$ cat config.mk
export PLATFORM = sky130hd
export DESIGN_NAME = tablet_to_multitouch_event_translator
export DESIGN_NICKNAME = d
export VERILOG_FILES = /design/src/design/ttm_pkg.sv /design/src/design/ttm_front.sv /design/src/design/ttm_queue.sv /design/src/design/ttm_back.sv /design/src/design/tablet_to_multitouch_event_translator.sv
export SDC_FILE = /design/constraint.sdc
export NUM_CORES = 1
export LEC_CHECK = 0
export ABC_AREA = 1
export ABC_CLOCK_PERIOD_IN_PS = 8800
export CAP_MARGIN = 20
export CORE_UTILIZATION = 57
export CTS_BUF_LIST = sky130_fd_sc_hd__clkbuf_8
export CTS_CLUSTER_DIAMETER = 120
export DETAILED_ROUTE_END_ITERATION = 10
export DONT_BUFFER_PORTS = 1
export PLACE_DENSITY = 0.72
export SKIP_LAST_GASP = 1
export SYNTH_ARGS = -nofsm -noshare
export SYNTH_HDL_FRONTEND = slang
export SYNTH_SLANG_ARGS = --single-unit
$ cat constraint.sdc
create_clock -name clk -period 8.8 [get_ports clk]
set_input_delay 0.44 -clock clk [delete_from_list [all_inputs] [get_ports clk]]
set_output_delay 0.44 -clock clk [all_outputs]
set_load 0.02 [all_outputs]
$ cat src/design/ttm_pkg.sv
// ---------------------------------------------------------------------------
// ttm_pkg
// Shared types and codes for the tablet to multitouch event translator.
// ---------------------------------------------------------------------------
package ttm_pkg;

    // largest tracking id before wrap
    localparam int unsigned TRACK_ID_MAX = 65535;
    localparam int unsigned TRACK_W      = 16;

    // command queue between front and back
    localparam int unsigned QUEUE_DEPTH = 2;
    localparam int unsigned QUEUE_PTR_W = $clog2(QUEUE_DEPTH);
    localparam int unsigned QUEUE_CNT_W = $clog2(QUEUE_DEPTH + 1);

    // event sequencer step counter
    localparam int unsigned STEP_W = 4;

    // event types
    localparam logic [15:0] EVT_SYN = 16'h0000;
    localparam logic [15:0] EVT_KEY = 16'h0001;
    localparam logic [15:0] EVT_ABS = 16'h0003;

    // sync and absolute codes
    localparam logic [15:0] SYNC_REPORT   = 16'h0000;
    localparam logic [15:0] CODE_ABS_X    = 16'h0000;
    localparam logic [15:0] CODE_ABS_Y    = 16'h0001;
    localparam logic [15:0] CODE_MT_SLOT  = 16'h002F;
    localparam logic [15:0] CODE_MT_POS_X = 16'h0035;
    localparam logic [15:0] CODE_MT_POS_Y = 16'h0036;
    localparam logic [15:0] CODE_MT_TOOL  = 16'h0037;
    localparam logic [15:0] CODE_MT_TRACK = 16'h0039;
    localparam logic [15:0] CODE_MT_DIST  = 16'h003B;
    localparam logic [31:0] TOOL_PEN      = 32'd2;
    localparam logic [31:0] TRACK_RELEASE = 32'hFFFF_FFFF;

    // button and key codes
    localparam logic [15:0] B_LEFT      = 16'h0110;
    localparam logic [15:0] B_RIGHT     = 16'h0111;
    localparam logic [15:0] B_MIDDLE    = 16'h0112;
    localparam logic [15:0] B_TOUCH     = 16'h014A;
    localparam logic [15:0] B_GEAR_DOWN = 16'h0150;
    localparam logic [15:0] B_GEAR_UP   = 16'h0151;
    localparam logic [15:0] K_UP        = 16'd103;
    localparam logic [15:0] K_DOWN      = 16'd108;
    localparam logic [15:0] K_MENU      = 16'd139;
    localparam logic [15:0] K_BACK      = 16'd158;

    // input beat
    typedef struct packed {
        logic [15:0]        event_type;
        logic [15:0]        event_code;
        logic signed [31:0] event_value;
    } evt_t;

    // output beat
    typedef struct packed {
        logic [15:0]        out_type;
        logic [15:0]        out_code;
        logic signed [31:0] out_value;
        logic               last_of_run;
    } res_t;

    // what the back end has to emit for one input
    typedef enum logic [2:0] {
        CMD_KEY,
        CMD_PAIR,
        CMD_FRAME_ON,
        CMD_FRAME_OFF,
        CMD_SYNC
    } cmd_kind_t;

    typedef struct packed {
        cmd_kind_t           kind;
        logic [15:0]         key_code;
        logic [31:0]         key_value;
        logic [TRACK_W-1:0]  track;
        logic [31:0]         pos_x;
        logic [31:0]         pos_y;
        logic                contact;
    } cmd_t;

endpackage

$ cat src/design/ttm_front.sv
// ---------------------------------------------------------------------------
// ttm_front
// Accepts input beats, keeps pointer state and turns the inputs that need
// output into commands for the event sequencer.
// ---------------------------------------------------------------------------
module ttm_front
    import ttm_pkg::*;
(
    input  logic clk,
    input  logic rst_n,
    input  logic cfg_valid,
    output logic cfg_ready,
    input  logic cfg_data,
    input  logic evt_valid,
    output logic evt_ready,
    input  evt_t evt,
    output logic cmd_push,
    output cmd_t cmd,
    input  logic q_full
);

    logic               hover_reg;
    logic               active_reg, active_next;
    logic               contact_reg, contact_next;
    logic               prev_reg, prev_next;
    logic               sync_reg, sync_next;
    logic               frame_reg, frame_next;
    logic [TRACK_W-1:0] track_reg, track_next;
    logic [31:0]        pos_x_reg, pos_x_next;
    logic [31:0]        pos_y_reg, pos_y_next;
    logic [TRACK_W:0]   track_inc;
    logic               fire;
    logic               accept;
    logic               pressed;

    assign cfg_ready = 1'b1;
    assign evt_ready = !q_full;
    assign accept    = evt_valid && evt_ready;
    assign pressed   = (evt.event_value != 32'sd0);
    assign track_inc = {1'b0, track_reg} + {{TRACK_W{1'b0}}, 1'b1};

    // classify the input and compute next state
    always_comb
    begin
        active_next  = hover_reg ? 1'b1 : active_reg;
        contact_next = hover_reg ? contact_reg : 1'b1;
        prev_next    = prev_reg;
        sync_next    = sync_reg;
        frame_next   = frame_reg;
        track_next   = track_reg;
        pos_x_next   = pos_x_reg;
        pos_y_next   = pos_y_reg;
        fire         = 1'b0;
        cmd_push     = 1'b0;
        cmd.kind      = CMD_SYNC;
        cmd.key_code  = 16'd0;
        cmd.key_value = evt.event_value;
        cmd.track     = track_reg;
        cmd.pos_x     = pos_x_reg;
        cmd.pos_y     = pos_y_reg;
        cmd.contact   = contact_next;
        case (evt.event_type)
            EVT_KEY:
            begin
                case (evt.event_code)
                    B_LEFT:
                    begin
                        if (hover_reg)
                        begin
                            contact_next = pressed;
                        end
                        else
                        begin
                            active_next = pressed;
                        end
                        frame_next = 1'b1;
                    end
                    B_MIDDLE:
                    begin
                        cmd.kind     = CMD_KEY;
                        cmd.key_code = K_MENU;
                        cmd_push     = 1'b1;
                        sync_next    = 1'b1;
                    end
                    B_RIGHT:
                    begin
                        cmd.kind     = CMD_KEY;
                        cmd.key_code = K_BACK;
                        cmd_push     = 1'b1;
                        sync_next    = 1'b1;
                    end
                    B_GEAR_DOWN:
                    begin
                        cmd.kind     = CMD_PAIR;
                        cmd.key_code = K_DOWN;
                        cmd_push     = 1'b1;
                        sync_next    = 1'b1;
                    end
                    B_GEAR_UP:
                    begin
                        cmd.kind     = CMD_PAIR;
                        cmd.key_code = K_UP;
                        cmd_push     = 1'b1;
                        sync_next    = 1'b1;
                    end
                    default:
                    begin
                    end
                endcase
            end
            EVT_ABS:
            begin
                if (evt.event_code == CODE_ABS_X)
                begin
                    pos_x_next = evt.event_value;
                    frame_next = 1'b1;
                end
                else if (evt.event_code == CODE_ABS_Y)
                begin
                    pos_y_next = evt.event_value;
                    frame_next = 1'b1;
                end
            end
            EVT_SYN:
            begin
                if (evt.event_code == SYNC_REPORT)
                begin
                    fire = frame_reg && (prev_reg || active_next);
                    if (fire)
                    begin
                        cmd.kind   = active_next ? CMD_FRAME_ON : CMD_FRAME_OFF;
                        frame_next = 1'b0;
                        prev_next  = active_next;
                        if (!active_next)
                        begin
                            // tracking id advances after a release, wraps past max
                            if (track_inc > (TRACK_W + 1)'(TRACK_ID_MAX))
                            begin
                                track_next = '0;
                            end
                            else
                            begin
                                track_next = track_inc[TRACK_W-1:0];
                            end
                        end
                    end
                    cmd_push  = fire || sync_reg;
                    sync_next = 1'b0;
                end
            end
            default:
            begin
            end
        endcase
        cmd_push = cmd_push && accept;
    end

    // config register
    always_ff @(posedge clk or negedge rst_n)
    begin
        if (!rst_n)
        begin
            hover_reg <= 1'b1;
        end
        else if (cfg_valid && cfg_ready)
        begin
            hover_reg <= cfg_data;
        end
    end

    // pointer state
    always_ff @(posedge clk or negedge rst_n)
    begin
        if (!rst_n)
        begin
            active_reg  <= 1'b0;
            contact_reg <= 1'b0;
            prev_reg    <= 1'b0;
            sync_reg    <= 1'b0;
            frame_reg   <= 1'b0;
            track_reg   <= '0;
            pos_x_reg   <= 32'd0;
            pos_y_reg   <= 32'd0;
        end
        else if (accept)
        begin
            active_reg  <= active_next;
            contact_reg <= contact_next;
            prev_reg    <= prev_next;
            sync_reg    <= sync_next;
            frame_reg   <= frame_next;
            track_reg   <= track_next;
            pos_x_reg   <= pos_x_next;
            pos_y_reg   <= pos_y_next;
        end
    end

endmodule

$ cat src/design/ttm_queue.sv
// ---------------------------------------------------------------------------
// ttm_queue
// Short command queue between the front end and the event sequencer.
// ---------------------------------------------------------------------------
module ttm_queue
    import ttm_pkg::*;
(
    input  logic clk,
    input  logic rst_n,
    input  logic push,
    input  cmd_t push_data,
    output logic full,
    input  logic pop,
    output cmd_t head,
    output logic empty
);

    cmd_t                   entry_reg [QUEUE_DEPTH];
    logic [QUEUE_PTR_W-1:0] wr_ptr_reg;
    logic [QUEUE_PTR_W-1:0] rd_ptr_reg;
    logic [QUEUE_CNT_W-1:0] count_reg;

    assign full  = (count_reg == QUEUE_CNT_W'(QUEUE_DEPTH));
    assign empty = (count_reg == '0);
    assign head  = entry_reg[rd_ptr_reg];

    // storage
    always_ff @(posedge clk)
    begin
        if (push)
        begin
            entry_reg[wr_ptr_reg] <= push_data;
        end
    end

    // pointers and fill count
    always_ff @(posedge clk or negedge rst_n)
    begin
        if (!rst_n)
        begin
            wr_ptr_reg <= '0;
            rd_ptr_reg <= '0;
            count_reg  <= '0;
        end
        else
        begin
            if (push)
            begin
                wr_ptr_reg <= wr_ptr_reg + 1'b1;
            end
            if (pop)
            begin
                rd_ptr_reg <= rd_ptr_reg + 1'b1;
            end
            if (push && !pop)
            begin
                count_reg <= count_reg + 1'b1;
            end
            else if (pop && !push)
            begin
                count_reg <= count_reg - 1'b1;
            end
        end
    end

endmodule

$ cat src/design/ttm_back.sv
// ---------------------------------------------------------------------------
// ttm_back
// Event sequencer: walks the events of the head command, one per cycle
// while the output is not stalled, into the output register.
// ---------------------------------------------------------------------------
module ttm_back
    import ttm_pkg::*;
(
    input  logic clk,
    input  logic rst_n,
    input  cmd_t head,
    input  logic empty,
    output logic pop,
    output logic res_valid,
    input  logic res_ready,
    output res_t res
);

    logic [STEP_W-1:0] step_reg;
    logic              res_valid_reg;
    res_t              res_reg;
    res_t              ev;
    logic              take;

    assign res_valid = res_valid_reg;
    assign res       = res_reg;
    assign take      = !empty && (!res_valid_reg || res_ready);
    assign pop       = take && ev.last_of_run;

    // event for the current step of the head command
    always_comb
    begin
        ev.out_type    = EVT_SYN;
        ev.out_code    = SYNC_REPORT;
        ev.out_value   = 32'sd0;
        ev.last_of_run = 1'b1;
        case (head.kind)
            CMD_KEY:
            begin
                ev.out_type  = EVT_KEY;
                ev.out_code  = head.key_code;
                ev.out_value = head.key_value;
            end
            CMD_PAIR:
            begin
                ev.out_type    = EVT_KEY;
                ev.out_code    = head.key_code;
                ev.out_value   = (step_reg == '0) ? 32'sd1 : 32'sd0;
                ev.last_of_run = (step_reg != '0);
            end
            CMD_FRAME_ON:
            begin
                ev.last_of_run = 1'b0;
                ev.out_type    = EVT_ABS;
                case (step_reg)
                    STEP_W'(0): ev.out_code = CODE_MT_SLOT;
                    STEP_W'(1):
                    begin
                        ev.out_code  = CODE_MT_TRACK;
                        ev.out_value = 32'(head.track);
                    end
                    STEP_W'(2):
                    begin
                        ev.out_code  = CODE_MT_TOOL;
                        ev.out_value = TOOL_PEN;
                    end
                    STEP_W'(3):
                    begin
                        ev.out_code  = CODE_MT_POS_X;
                        ev.out_value = head.pos_x;
                    end
                    STEP_W'(4):
                    begin
                        ev.out_code  = CODE_MT_POS_Y;
                        ev.out_value = head.pos_y;
                    end
                    STEP_W'(5):
                    begin
                        ev.out_code  = CODE_MT_DIST;
                        ev.out_value = 32'(!head.contact);
                    end
                    STEP_W'(6):
                    begin
                        ev.out_type  = EVT_KEY;
                        ev.out_code  = B_TOUCH;
                        ev.out_value = 32'(head.contact);
                    end
                    STEP_W'(7):
                    begin
                        ev.out_code  = CODE_ABS_X;
                        ev.out_value = head.pos_x;
                    end
                    STEP_W'(8):
                    begin
                        ev.out_code  = CODE_ABS_Y;
                        ev.out_value = head.pos_y;
                    end
                    default:
                    begin
                        // closing sync
                        ev.out_type    = EVT_SYN;
                        ev.out_code    = SYNC_REPORT;
                        ev.last_of_run = 1'b1;
                    end
                endcase
            end
            CMD_FRAME_OFF:
            begin
                ev.last_of_run = 1'b0;
                case (step_reg)
                    STEP_W'(0):
                    begin
                        ev.out_type = EVT_ABS;
                        ev.out_code = CODE_MT_SLOT;
                    end
                    STEP_W'(1):
                    begin
                        ev.out_type  = EVT_ABS;
                        ev.out_code  = CODE_MT_TRACK;
                        ev.out_value = TRACK_RELEASE;
                    end
                    STEP_W'(2):
                    begin
                        ev.out_type = EVT_KEY;
                        ev.out_code = B_TOUCH;
                    end
                    default:
                    begin
                        ev.last_of_run = 1'b1;
                    end
                endcase
            end
            default:
            begin
            end
        endcase
    end

    // output payload
    always_ff @(posedge clk)
    begin
        if (take)
        begin
            res_reg <= ev;
        end
    end

    // step counter and output valid
    always_ff @(posedge clk or negedge rst_n)
    begin
        if (!rst_n)
        begin
            step_reg      <= '0;
            res_valid_reg <= 1'b0;
        end
        else
        begin
            if (take)
            begin
                res_valid_reg <= 1'b1;
                step_reg      <= ev.last_of_run ? '0 : step_reg + 1'b1;
            end
            else if (res_ready)
            begin
                res_valid_reg <= 1'b0;
            end
        end
    end

endmodule

$ cat src/design/tablet_to_multitouch_event_translator.sv
// ---------------------------------------------------------------------------
// tablet_to_multitouch_event_translator
// An input's first result beat passes the command queue and output register.
// One input beat per cycle while the queue has room; one result beat per
// cycle while res_ready is high. A frame flush is 10 beats (4 on release).
// The front keeps taking inputs while the 2-entry command queue has room.
// Reset: asynchronous, active low; clears pointer state, queue and output,
// the hover mode bit (hover_reg) returns to 1.
// ---------------------------------------------------------------------------
module tablet_to_multitouch_event_translator
    import ttm_pkg::*;
(
    input  logic clk,
    input  logic rst_n,
    input  logic cfg_valid,
    output logic cfg_ready,
    input  logic cfg_data,
    input  logic evt_valid,
    output logic evt_ready,
    input  evt_t evt,
    output logic res_valid,
    input  logic res_ready,
    output res_t res
);

    logic cmd_push;
    cmd_t cmd;
    logic q_full;
    logic q_empty;
    logic q_pop;
    cmd_t q_head;

    // input classification and pointer state
    ttm_front u_front (
        .clk       (clk),
        .rst_n     (rst_n),
        .cfg_valid (cfg_valid),
        .cfg_ready (cfg_ready),
        .cfg_data  (cfg_data),
        .evt_valid (evt_valid),
        .evt_ready (evt_ready),
        .evt       (evt),
        .cmd_push  (cmd_push),
        .cmd       (cmd),
        .q_full    (q_full)
    );

    // command queue
    ttm_queue u_queue (
        .clk       (clk),
        .rst_n     (rst_n),
        .push      (cmd_push),
        .push_data (cmd),
        .full      (q_full),
        .pop       (q_pop),
        .head      (q_head),
        .empty     (q_empty)
    );

    // event sequencer
    ttm_back u_back (
        .clk       (clk),
        .rst_n     (rst_n),
        .head      (q_head),
        .empty     (q_empty),
        .pop       (q_pop),
        .res_valid (res_valid),
        .res_ready (res_ready),
        .res       (res)
    );

endmodule

After elaboration in Yosys (flattened, before gate mapping)
Memories as Yosys holds them, arrays and structs flattened.
Cells that the tools add are included.
{"block": "classes", "bitwise": 2, "muxes": 44, "eq_ne": 25, "order_cmp": 1, "add_sub_neg": 6, "reduce_logical": 39}
{"op": "$pmux 50 s4", "n": 1}
{"op": "$pmux 32 s6", "n": 1}
{"op": "$eq 16x9->1 const B", "n": 5}
{"op": "$pmux 19 s4", "n": 1}
{"op": "$pmux 9 s8", "n": 1}
{"op": "$pmux 18 s3", "n": 1}
{"op": "$eq 16x1->1 const B", "n": 2}
{"op": "$logic_not 16->1", "n": 2}
{"op": "$mux 16", "n": 2}
{"op": "$mux 32", "n": 1}
{"op": "$reduce_bool 32->1", "n": 1}
{"op": "$mux 1", "n": 25}
{"op": "$add 16x1->17 const B", "n": 1}
{"op": "$gt 17x16->1 const B", "n": 1}
{"op": "$eq 16x2->1 const B", "n": 1}
{"op": "$eq 4x3->1 const B", "n": 4}
{"op": "$reduce_and 4->1", "n": 3}
{"op": "$reduce_or 9->1", "n": 1}
{"op": "$eq 4x2->1 const B", "n": 2}
{"op": "$reduce_or 8->1", "n": 1}
{"op": "$logic_and 1x1->1", "n": 7}
{"op": "$eq 3x2->1 const B", "n": 2}
{"op": "$logic_not 1->1", "n": 6}
{"op": "$mux 3", "n": 2}
{"op": "31 further kinds", "n": 43}
{"block": "word_totals", "ramBits": 264, "n_memories": 1, "reg_bits": 160, "elab_cells": 136}
{"memory": "u_queue.entry_reg", "depth": 2, "width": 132, "rd": 1, "rd_ports_with_merged_regs": 0, "write_ports": 1, "line": "ttm_queue.sv:18", "rtl": "cmd_t entry_reg [QUEUE_DEPTH];"}

Longest topological paths before layout
Gate-level depths: netlist of the first run.
{"block": "depth", "depth_word": 11, "depth_mapped": 15, "depth_no_buf": 15}

Cells and area by module
A second synthesis of the first run with hierarchy kept.
{"block": "unflattened", "cells_unflattened": 1458, "area_unflattened_um2": 18107.4}
{"module": "ttm_queue", "cells_each": 436, "seq_area_each_um2": 8027.7, "n_inst": 1, "area_per_inst_um2": 10014.6}
{"module": "ttm_front", "cells_each": 652, "seq_area_each_um2": 2153.3, "n_inst": 1, "area_per_inst_um2": 4827.1}
{"module": "ttm_back", "cells_each": 370, "seq_area_each_um2": 1656.6, "n_inst": 1, "area_per_inst_um2": 3265.6}

Worst setup path before layout of the first run
No wires, ideal clock.
{"block": "synth_timing", "path_type": "input to register", "from": "input evt[63] in the netlist's numbering", "to": "memory u_queue.entry_reg[0][0] in the netlist's numbering, enable pin", "required_ns": 8.194, "path_buffers": 0, "setup_time_ns": 0.606, "arrival_ns": 6.595, "stages": 11, "path_slack_ns": 1.599, "cell_sequence": "nor2_1 nand2_1 nor2_1 inv_2 nor2_2 nand3_1 nor2_1 nand2_1 nand3_1 nand2_1 nor2_1"}
{"block": "synth_via", "elab_chain_cells": 5, "elab_cells_between_ends": 6}
{"item": "start: declaration", "line": "tablet_to_multitouch_event_translator.sv:20", "rtl": "input evt_t evt,"}
{"item": "$eq 16x1->1 / $logic_not 16->1 (equally long branches)", "line": "ttm_front.sv:62", "rtl": "case (evt.event_type)"}
{"item": "$pmux 1 s2 (*)", "line": "ttm_front.sv:62"}
{"item": "$logic_and 1x1->1 (*)", "line": "ttm_front.sv:155", "rtl": "cmd_push = cmd_push && accept;"}
{"item": "$mux 1 (*)", "line": "ttm_queue.sv:30", "rtl": "if (push)"}
{"item": "$mux 1 (implied by the code) (*)", "line": "ttm_queue.sv:32", "rtl": "entry_reg[wr_ptr_reg] <= push_data;"}
{"item": "end: declaration", "line": "ttm_queue.sv:18"}
Mark *: on every way between the ends. The rest lies on a longest branch, timed or not.

Worst setup path in the final report of the first run
{"block": "layout_timing", "from": "register u_front.hover_reg", "to": "memory u_queue.entry_reg[0][27] in the netlist's numbering, enable pin"}
{"block": "layout_via", "elab_chain_cells": 9}
{"item": "start: declaration", "line": "ttm_front.sv:22", "rtl": "logic hover_reg;"}
{"item": "start signal: assignment", "line": "ttm_front.sv:167", "rtl": "hover_reg <= cfg_data;"}
{"item": "$mux 1", "line": "ttm_front.sv:45", "rtl": "active_next = hover_reg ? 1'b1 : active_reg;"}
{"item": "$logic_or 1x1->1", "line": "ttm_front.sv:128", "rtl": "fire = frame_reg && (prev_reg || active_next);"}
{"item": "$logic_and 1x1->1", "line": "ttm_front.sv:128"}
{"item": "$logic_or 1x1->1", "line": "ttm_front.sv:147", "rtl": "cmd_push = fire || sync_reg;"}
{"item": "$mux 1", "line": "ttm_front.sv:126", "rtl": "if (evt.event_code == SYNC_REPORT)"}
{"item": "$pmux 1 s2", "line": "ttm_front.sv:62"}
{"item": "$logic_and 1x1->1", "line": "ttm_front.sv:155"}
{"item": "$mux 1", "line": "ttm_queue.sv:30"}
{"item": "$mux 1 (implied by the code)", "line": "ttm_queue.sv:32"}
Every way passes these cells.

==> impl_metrics.py, run 1 <==
metrics = {
    "clock_tree": {
        "postCtsSetupBuffers": 0,
        "cts_resized": 0,
        "clk_latency_ps": 600,
        "clkSinkCount": 385,
        "cts-root-buf": "clkbuf_8",
        "cts_buffers": 59,
        "cts_tree": "built",
        "clk_pin_slew_ps": 60,
        "h-tree-depth": 2,
        "ctsHoldBuffers": 36,
        "clk_path_buf_depth": 3,
    },
    "grt": {
        "grt_first_pass_wirelength_um": 55720,
        "antenna_found_initial": 1,
        "grt_overflow": 0,
        "grt_usage_pct": 25.13,
        "grt_pass1_vias": 10570,
        "grt_max_degree": 103,
    },
    "cells_and_area": {
        "regArea_um2": 11090,
        "fin_util_pct": 65.07,
        "area_delta_synth_final_pct": 11.10,
        "drive_above_1_share_pct": 9.806,
        "fin_area_um2": 18230,
        "largest_reg_flops": 246,
        "n_fill_cell": 2142,
        "diodes": 0,
        "multiInputGateArea_um2": 4582,
        "fin_nets": 1629,
    },
    "timing": {
        "timing.final.ws_setup_ps": 5360,
        "hold_viol_final": 0,
        "fin_crit_ps": 3440,
        "rsz0062_at_grt": "no",
        "fin_crit_sh_pct": 39.09,
        "slew_headroom_pct": 28.39,
        "tns_ps": 0,
        "finalSetupViolCount": 0,
        "skew_ps": 29.46,
        "max_freq_ghz": 0.2907,
        "drv_slew": 0,
        "tightest_slew_ps": 1073,
    },
    "floorplanning": {
        "die_x_um": 171.7,
        "dieArea_um2": 29460,
        "row_count": 61,
        "io_pins": 138,
        "core-area_um2": 28010,
        "die_h_um": 171.7,
        "start_util_pct": 58.57,
    },
    "detailed_routing": {
        "drt_iter0_drc": 898,
        "drt-total-wl_um": 35810,
        "drc": 0,
        "firstDrtPassIters": 5,
        "antenna_left": 0,
        "wl_per_cell_um": 18.09,
        "vias_per_cell": 5.580,
        "vias": 11040,
    },
    "power_and_ir_drop": {
        "power_density_nw_per_um2": 260.6,
        "p_total_mw": 4.750,
        "p_leak_nw": 7.397,
        "ir_worst_vdd_mv": 0.1710,
    },
    "placed_design": {
        "dp_hpwl_um": 20460,
        "placed_cell_area_um2": 16660,
        "routabilityCongestion": 0.8855,
        "portBuffers": 0,
        "dp_slack_ps": 4996,
    },
    "logic_synthesis": {
        "yosysWarningCount": 0,
        "netlist_instances": 1502,
        "synthTopCellsByCount": "nand2_1, edfxtp_1, nor2_1",
        "yosysMostFrequentCell": "nand2_1",
        "ys_top_cells_by_area": "edfxtp_1, dfrtp_1, nand2_1",
        "yosysTopAreaCellShare_pct": 53.08,
        "seq_area_frac_synth_pct": 67.58,
        "synth_top_area_cell": "edfxtp_1",
        "ys.flop_type": "edfxtp_1",
        "synth_area_um2": 16410,
        "synth-edff-count": 290,
        "synthArstFlopShare_pct": 24.68,
        "synth.distinct_cells": 46,
        "avgSynthCellArea_um2": 10.92,
        "ys_ff_latch": 385,
    },
    "min_path": {
        "whs_path_depth": 2,
        "hold_path_class": "in -> reg",
        "min_to": "u_front.pos_y_reg[5]",
        "hp-start": "evt[5]",
    },
    "critical_path": {
        "r2r-start": "u_front.hover_reg",
        "crit_type": "reg -> reg",
        "critPathMaxFanout": 63,
        "cp-start-kind": "flip-flop",
        "crit_required_ps": 9020,
        "rr_endpoint": "u_queue.entry_reg[0][27]",
        "reg2reg_slack_ps": 5360,
        "arrival_ps": 3660,
        "endpoint_kind": "flip-flop",
        "rr_worst_depth": 10,
    },
    "flow_run": {
        "maxCapViolCount": 0,
    },
    "run_status": {
        "status": "complete, no violations",
    },
}
how the worst max path moves through the flow:
stage,startpoint,to,slack [ps],cells after the start
global placement,evt[61],u_queue.entry_reg[0][105],5040,13
CTS,u_front.hover_reg,u_queue.entry_reg[0][57],5400,10
floorplan,evt[63],u_queue.entry_reg[0][0],1600,11
global route,u_front.hover_reg,u_queue.entry_reg[0][110],5210,10
detailed placement,evt[63],u_queue.entry_reg[0][111],5000,13
finish,u_front.hover_reg,u_queue.entry_reg[0][27],5360,10
logic make-up after synthesis:
family          after synthesis  synth area share (%)
buf+inv                     195                 5.125
xor+xnor                      7                0.4653
flops                       385                 67.58
compound gates              209                 7.695
other cells                   2               0.04578
mux                          14                0.8542
simple gates                683                 17.70
fa+ha+maj                     7                0.5338
area by class of cell:
class	count	share of cell area (%)
sequential	385	60.85
multi-input combinational	942	25.14
clock buffer	67	5.059
timing repair buffer	48	2.677
tap	378	2.595
inverter	116	2.389
clock inverter	43	1.291
routing by layer:
layer / vias to the layer above / part of all wire (%) / track usage, %
li1: 5209 / - / -
met2: 419 / 48 / 41.23
met4: 2 / 2.4 / 8.307
met3: 67 / 7.6 / 5.499
met1: 5346 / 42 / 33.35
met5: - / 0.036 / 0
through the flow:
stage,instances,hold WS [ps]
2_1_floorplan,1522,144.4
3_3_place_gp,1832,148.4
3_5_place_dp,1832,147.7
4_1_cts,1978,7.315
5_1_grt,1979,16.03
6_report,1979,27.83
worst max-delay path, cell delays in order (launching register included):
cell and delay [ps]:
dfstp_2 560, nor2_1 100, inv_1 80, o21ai_0 110, inv_1 170, o21ai_0 100, nand3_1 90, nand2_1 140
nor2_4 110, buf_4 640, buf_4 790
cell usage in the layout, fill, tap and decap left out, drive strengths merged, types with 10 or more instances in the layout:
cell,n
nand2,436
edfxtp,290
inv,145
nor2,125
o21ai,121
dfrtp,94
nand3,70
clkbuf,67
dlygate4sd3,35
a21oi,24
nand4,23
conb,22
o211ai,21
or2,18
a221o,16
mux2i,14
buf,13
clkinv,11
nor3,10
power breakdown:
| group | internal, mW | switching, mW | total, mW |
|---|---|---|---|
| registers | 2.14 | 0.228 | 2.37 |
| logic | 0.281 | 0.676 | 0.957 |
| clock network | 0.755 | 0.666 | 1.42 |
(Power assumes the default switching activity.)
==> run 2, diff against run 1 <==
--- a/config.mk
+++ b/config.mk
@@ -6,14 +6,14 @@
 export NUM_CORES = 1
 export LEC_CHECK = 0
 export ABC_AREA = 1
-export ABC_CLOCK_PERIOD_IN_PS = 8800
+export ABC_CLOCK_PERIOD_IN_PS = 3030
 export CAP_MARGIN = 20
 export CORE_UTILIZATION = 57
 export CTS_BUF_LIST = sky130_fd_sc_hd__clkbuf_8
 export CTS_CLUSTER_DIAMETER = 120
 export DETAILED_ROUTE_END_ITERATION = 10
 export DONT_BUFFER_PORTS = 1
-export PLACE_DENSITY = 0.72
+export PLACE_DENSITY = 0.75
 export SKIP_LAST_GASP = 1
 export SYNTH_ARGS = -nofsm -noshare
 export SYNTH_HDL_FRONTEND = slang
==> constraint.sdc (replaced) <==
create_clock -name clk -period 3.03 [get_ports clk]
set_input_delay 0.1515 -clock clk [delete_from_list [all_inputs] [get_ports clk]]
set_output_delay 0.1515 -clock clk [all_outputs]
set_load 0.02 [all_outputs]
==> impl_metrics.py, run 2 (synthesis results as in run 1) <==
metrics = {
    "run_status": {
        "status": "complete, no violations",
    },
    "timing": {
        "drv_slew": 0,
        "fin_crit_sh_pct": 92.59,
        "hold-worst-slack_ps": 1.474,
        "max_freq_ghz": 0.3565,
        "hold_viol_final": 0,
        "tightest_slew_ps": 1010,
        "finalSetupViolCount": 0,
        "rsz0062_at_grt": "no",
        "fin_crit_ps": 2805,
        "skew_ps": 22.15,
        "slew_headroom_pct": 32.62,
        "timing.final.ws_setup_ps": 224.6,
    },
    "flow_run": {
        "maxCapViolCount": 0,
    },
    "placed_design": {
        "placed_cell_area_um2": 16880,
        "dp.cells": 1841,
        "routabilityCongestion": 0.8659,
        "dp_slack_ps": 297.0,
        "portBuffers": 0,
        "dp_hpwl_um": 21150,
    },
    "detailed_routing": {
        "antenna_left": 0,
        "wirelength_met1_um": 15490,
        "highest_layer": "met4",
        "vias_per_cell": 5.582,
        "vias": 11150,
        "wl_met3_um": 2466,
        "wl_per_cell_um": 17.93,
        "firstDrtPassIters": 5,
        "drt-total-wl_um": 35810,
        "drc": 0,
        "wl_met2_um": 17230,
        "drt_iter0_drc": 963,
    },
    "cells_and_area": {
        "largest_reg_flops": 246,
        "n_fill_cell": 2093,
        "instances_no_fill": 1997,
        "layout_commonest_cell": "nand2_1",
        "area_delta_synth_final_pct": 13.15,
        "fin_nets": 1646,
        "drive_above_1_share_pct": 11.12,
        "final_cell_mix": "nand2_1, edfxtp_1, inv_1, nor2_1, dfrtp_1",
        "regArea_um2": 11090,
        "fin_area_um2": 18560,
        "fin_util_pct": 66.27,
        "multiInputGateArea_um2": 4649,
    },
    "critical_path": {
        "rr_worst_depth": 9,
        "reg2reg_slack_ps": 220,
        "startpoint": "u_queue.rd_ptr_reg",
        "arrival_ps": 3220,
        "r2r-start": "u_queue.rd_ptr_reg",
        "crit_required_ps": 3440,
        "endpoint_kind": "flip-flop",
        "rr_endpoint": "u_back.res[1]",
        "critPathMaxFanout": 17,
        "cp-start-kind": "flip-flop",
        "cp-endpoint": "u_back.res[1]",
        "crit_type": "reg -> reg",
    },
    "clock_tree": {
        "clk_latency_ps": 590,
        "clkSinkCount": 385,
        "cts-root-buf": "clkbuf_8",
        "h-tree-depth": 2,
        "clk_path_buf_depth": 3,
        "clk_pin_slew_ps": 60,
        "cts_buffers": 57,
        "cts_tree": "built",
        "postCtsSetupBuffers": 0,
    },
    "floorplanning": {
        "dieArea_um2": 29460,
        "core-area_um2": 28010,
        "die_x_um": 171.7,
        "row_count": 61,
        "die_h_um": 171.7,
        "start_util_pct": 58.57,
        "io_pins": 138,
    },
    "power_and_ir_drop": {
        "p_leak_nw": 7.481,
        "power_density_nw_per_um2": 749.3,
        "ir_worst_vdd_mv": 0.5691,
    },
    "grt": {
        "grt_first_pass_wirelength_um": 56170,
        "grt_usage_pct": 24.94,
        "grt_max_degree": 113,
        "grt_pass1_vias": 10670,
        "grt_overflow": 0,
        "antenna_found_initial": 1,
    },
    "min_path": {
        "whs_path_depth": 3,
        "hold_path_class": "in -> reg",
    },
}
run 2: changes by cell type in the layout (fill, tap and decap cells not counted), sizes merged:
cell / delta
inv: -10
clkinvlp: +2
dlygate4sd3: +10
diode: +1
buf: +9
clkinv: +5
clkbuf: +1
run 2: worst min path at each step:
| stage | end | start | slack (ps) |
|---|---|---|---|
| floorplan | u_back.res_valid | rst_n | -140 |
| global placement | u_back.res_valid | rst_n | -140 |
| detailed placement | u_back.res_valid | rst_n | -140 |
| CTS | u_queue.entry_reg[1][129] | evt[49] | 20 |
| global route | u_queue.entry_reg[1][129] | evt[51] | 30 |
| finish | u_queue.entry_reg[0][129] | evt[51] | 1 |
run 2: cell type report:
class / count / area share (%)
flip-flops and latches: 385 / 59.75
multi-input cells: 942 / 25.05
clock buffers: 68 / 5.042
repair buffers: 67 / 4.004
well taps: 378 / 2.548
inverters: 116 / 2.346
clock inverters: 40 / 1.254
diodes: 1 / 0.01348
run 2: where the power goes:
group          internal, mW  leakage, nW  switching, mW
Clock                  2.22        0.659           1.94
Combinational         0.870         2.77           2.06
Sequential             6.22         4.05          0.597
run 2: per-layer routing:
| metal | up-vias | GRT usage (%) |
|---|---|---|
| li1 | 5245 | - |
| met1 | 5432 | 33.88 |
| met2 | 419 | 41.15 |
| met3 | 51 | 4.648 |
| met4 | 0 | 7.182 |
| met5 | - | 0 |
run 2: critical path, cell delays in order (launching register included):
cell     delay [ps]
dfrtp_4         560
nand2_1          80
o21ai_1          90
inv_1           120
nand3_1         180
nor2_2          810
inv_2           450
nand2_1         160
a21oi_1          60
o21ai_0         110
run 2: repair_timing:
item	CTS	global route
gates resized for setup	0	1
hold buffers	47	0
endpoints found under the setup margin	0	1
hold endpoints to repair	231	0
run 2: per-stage QoR:
step	setup TNS (ps)	total power, mW
floorplan	-77240	8.825
global placement	0	9.650
detailed placement	0	9.697
CTS	0	13.93
global route	0	14.50
finish	0	13.91
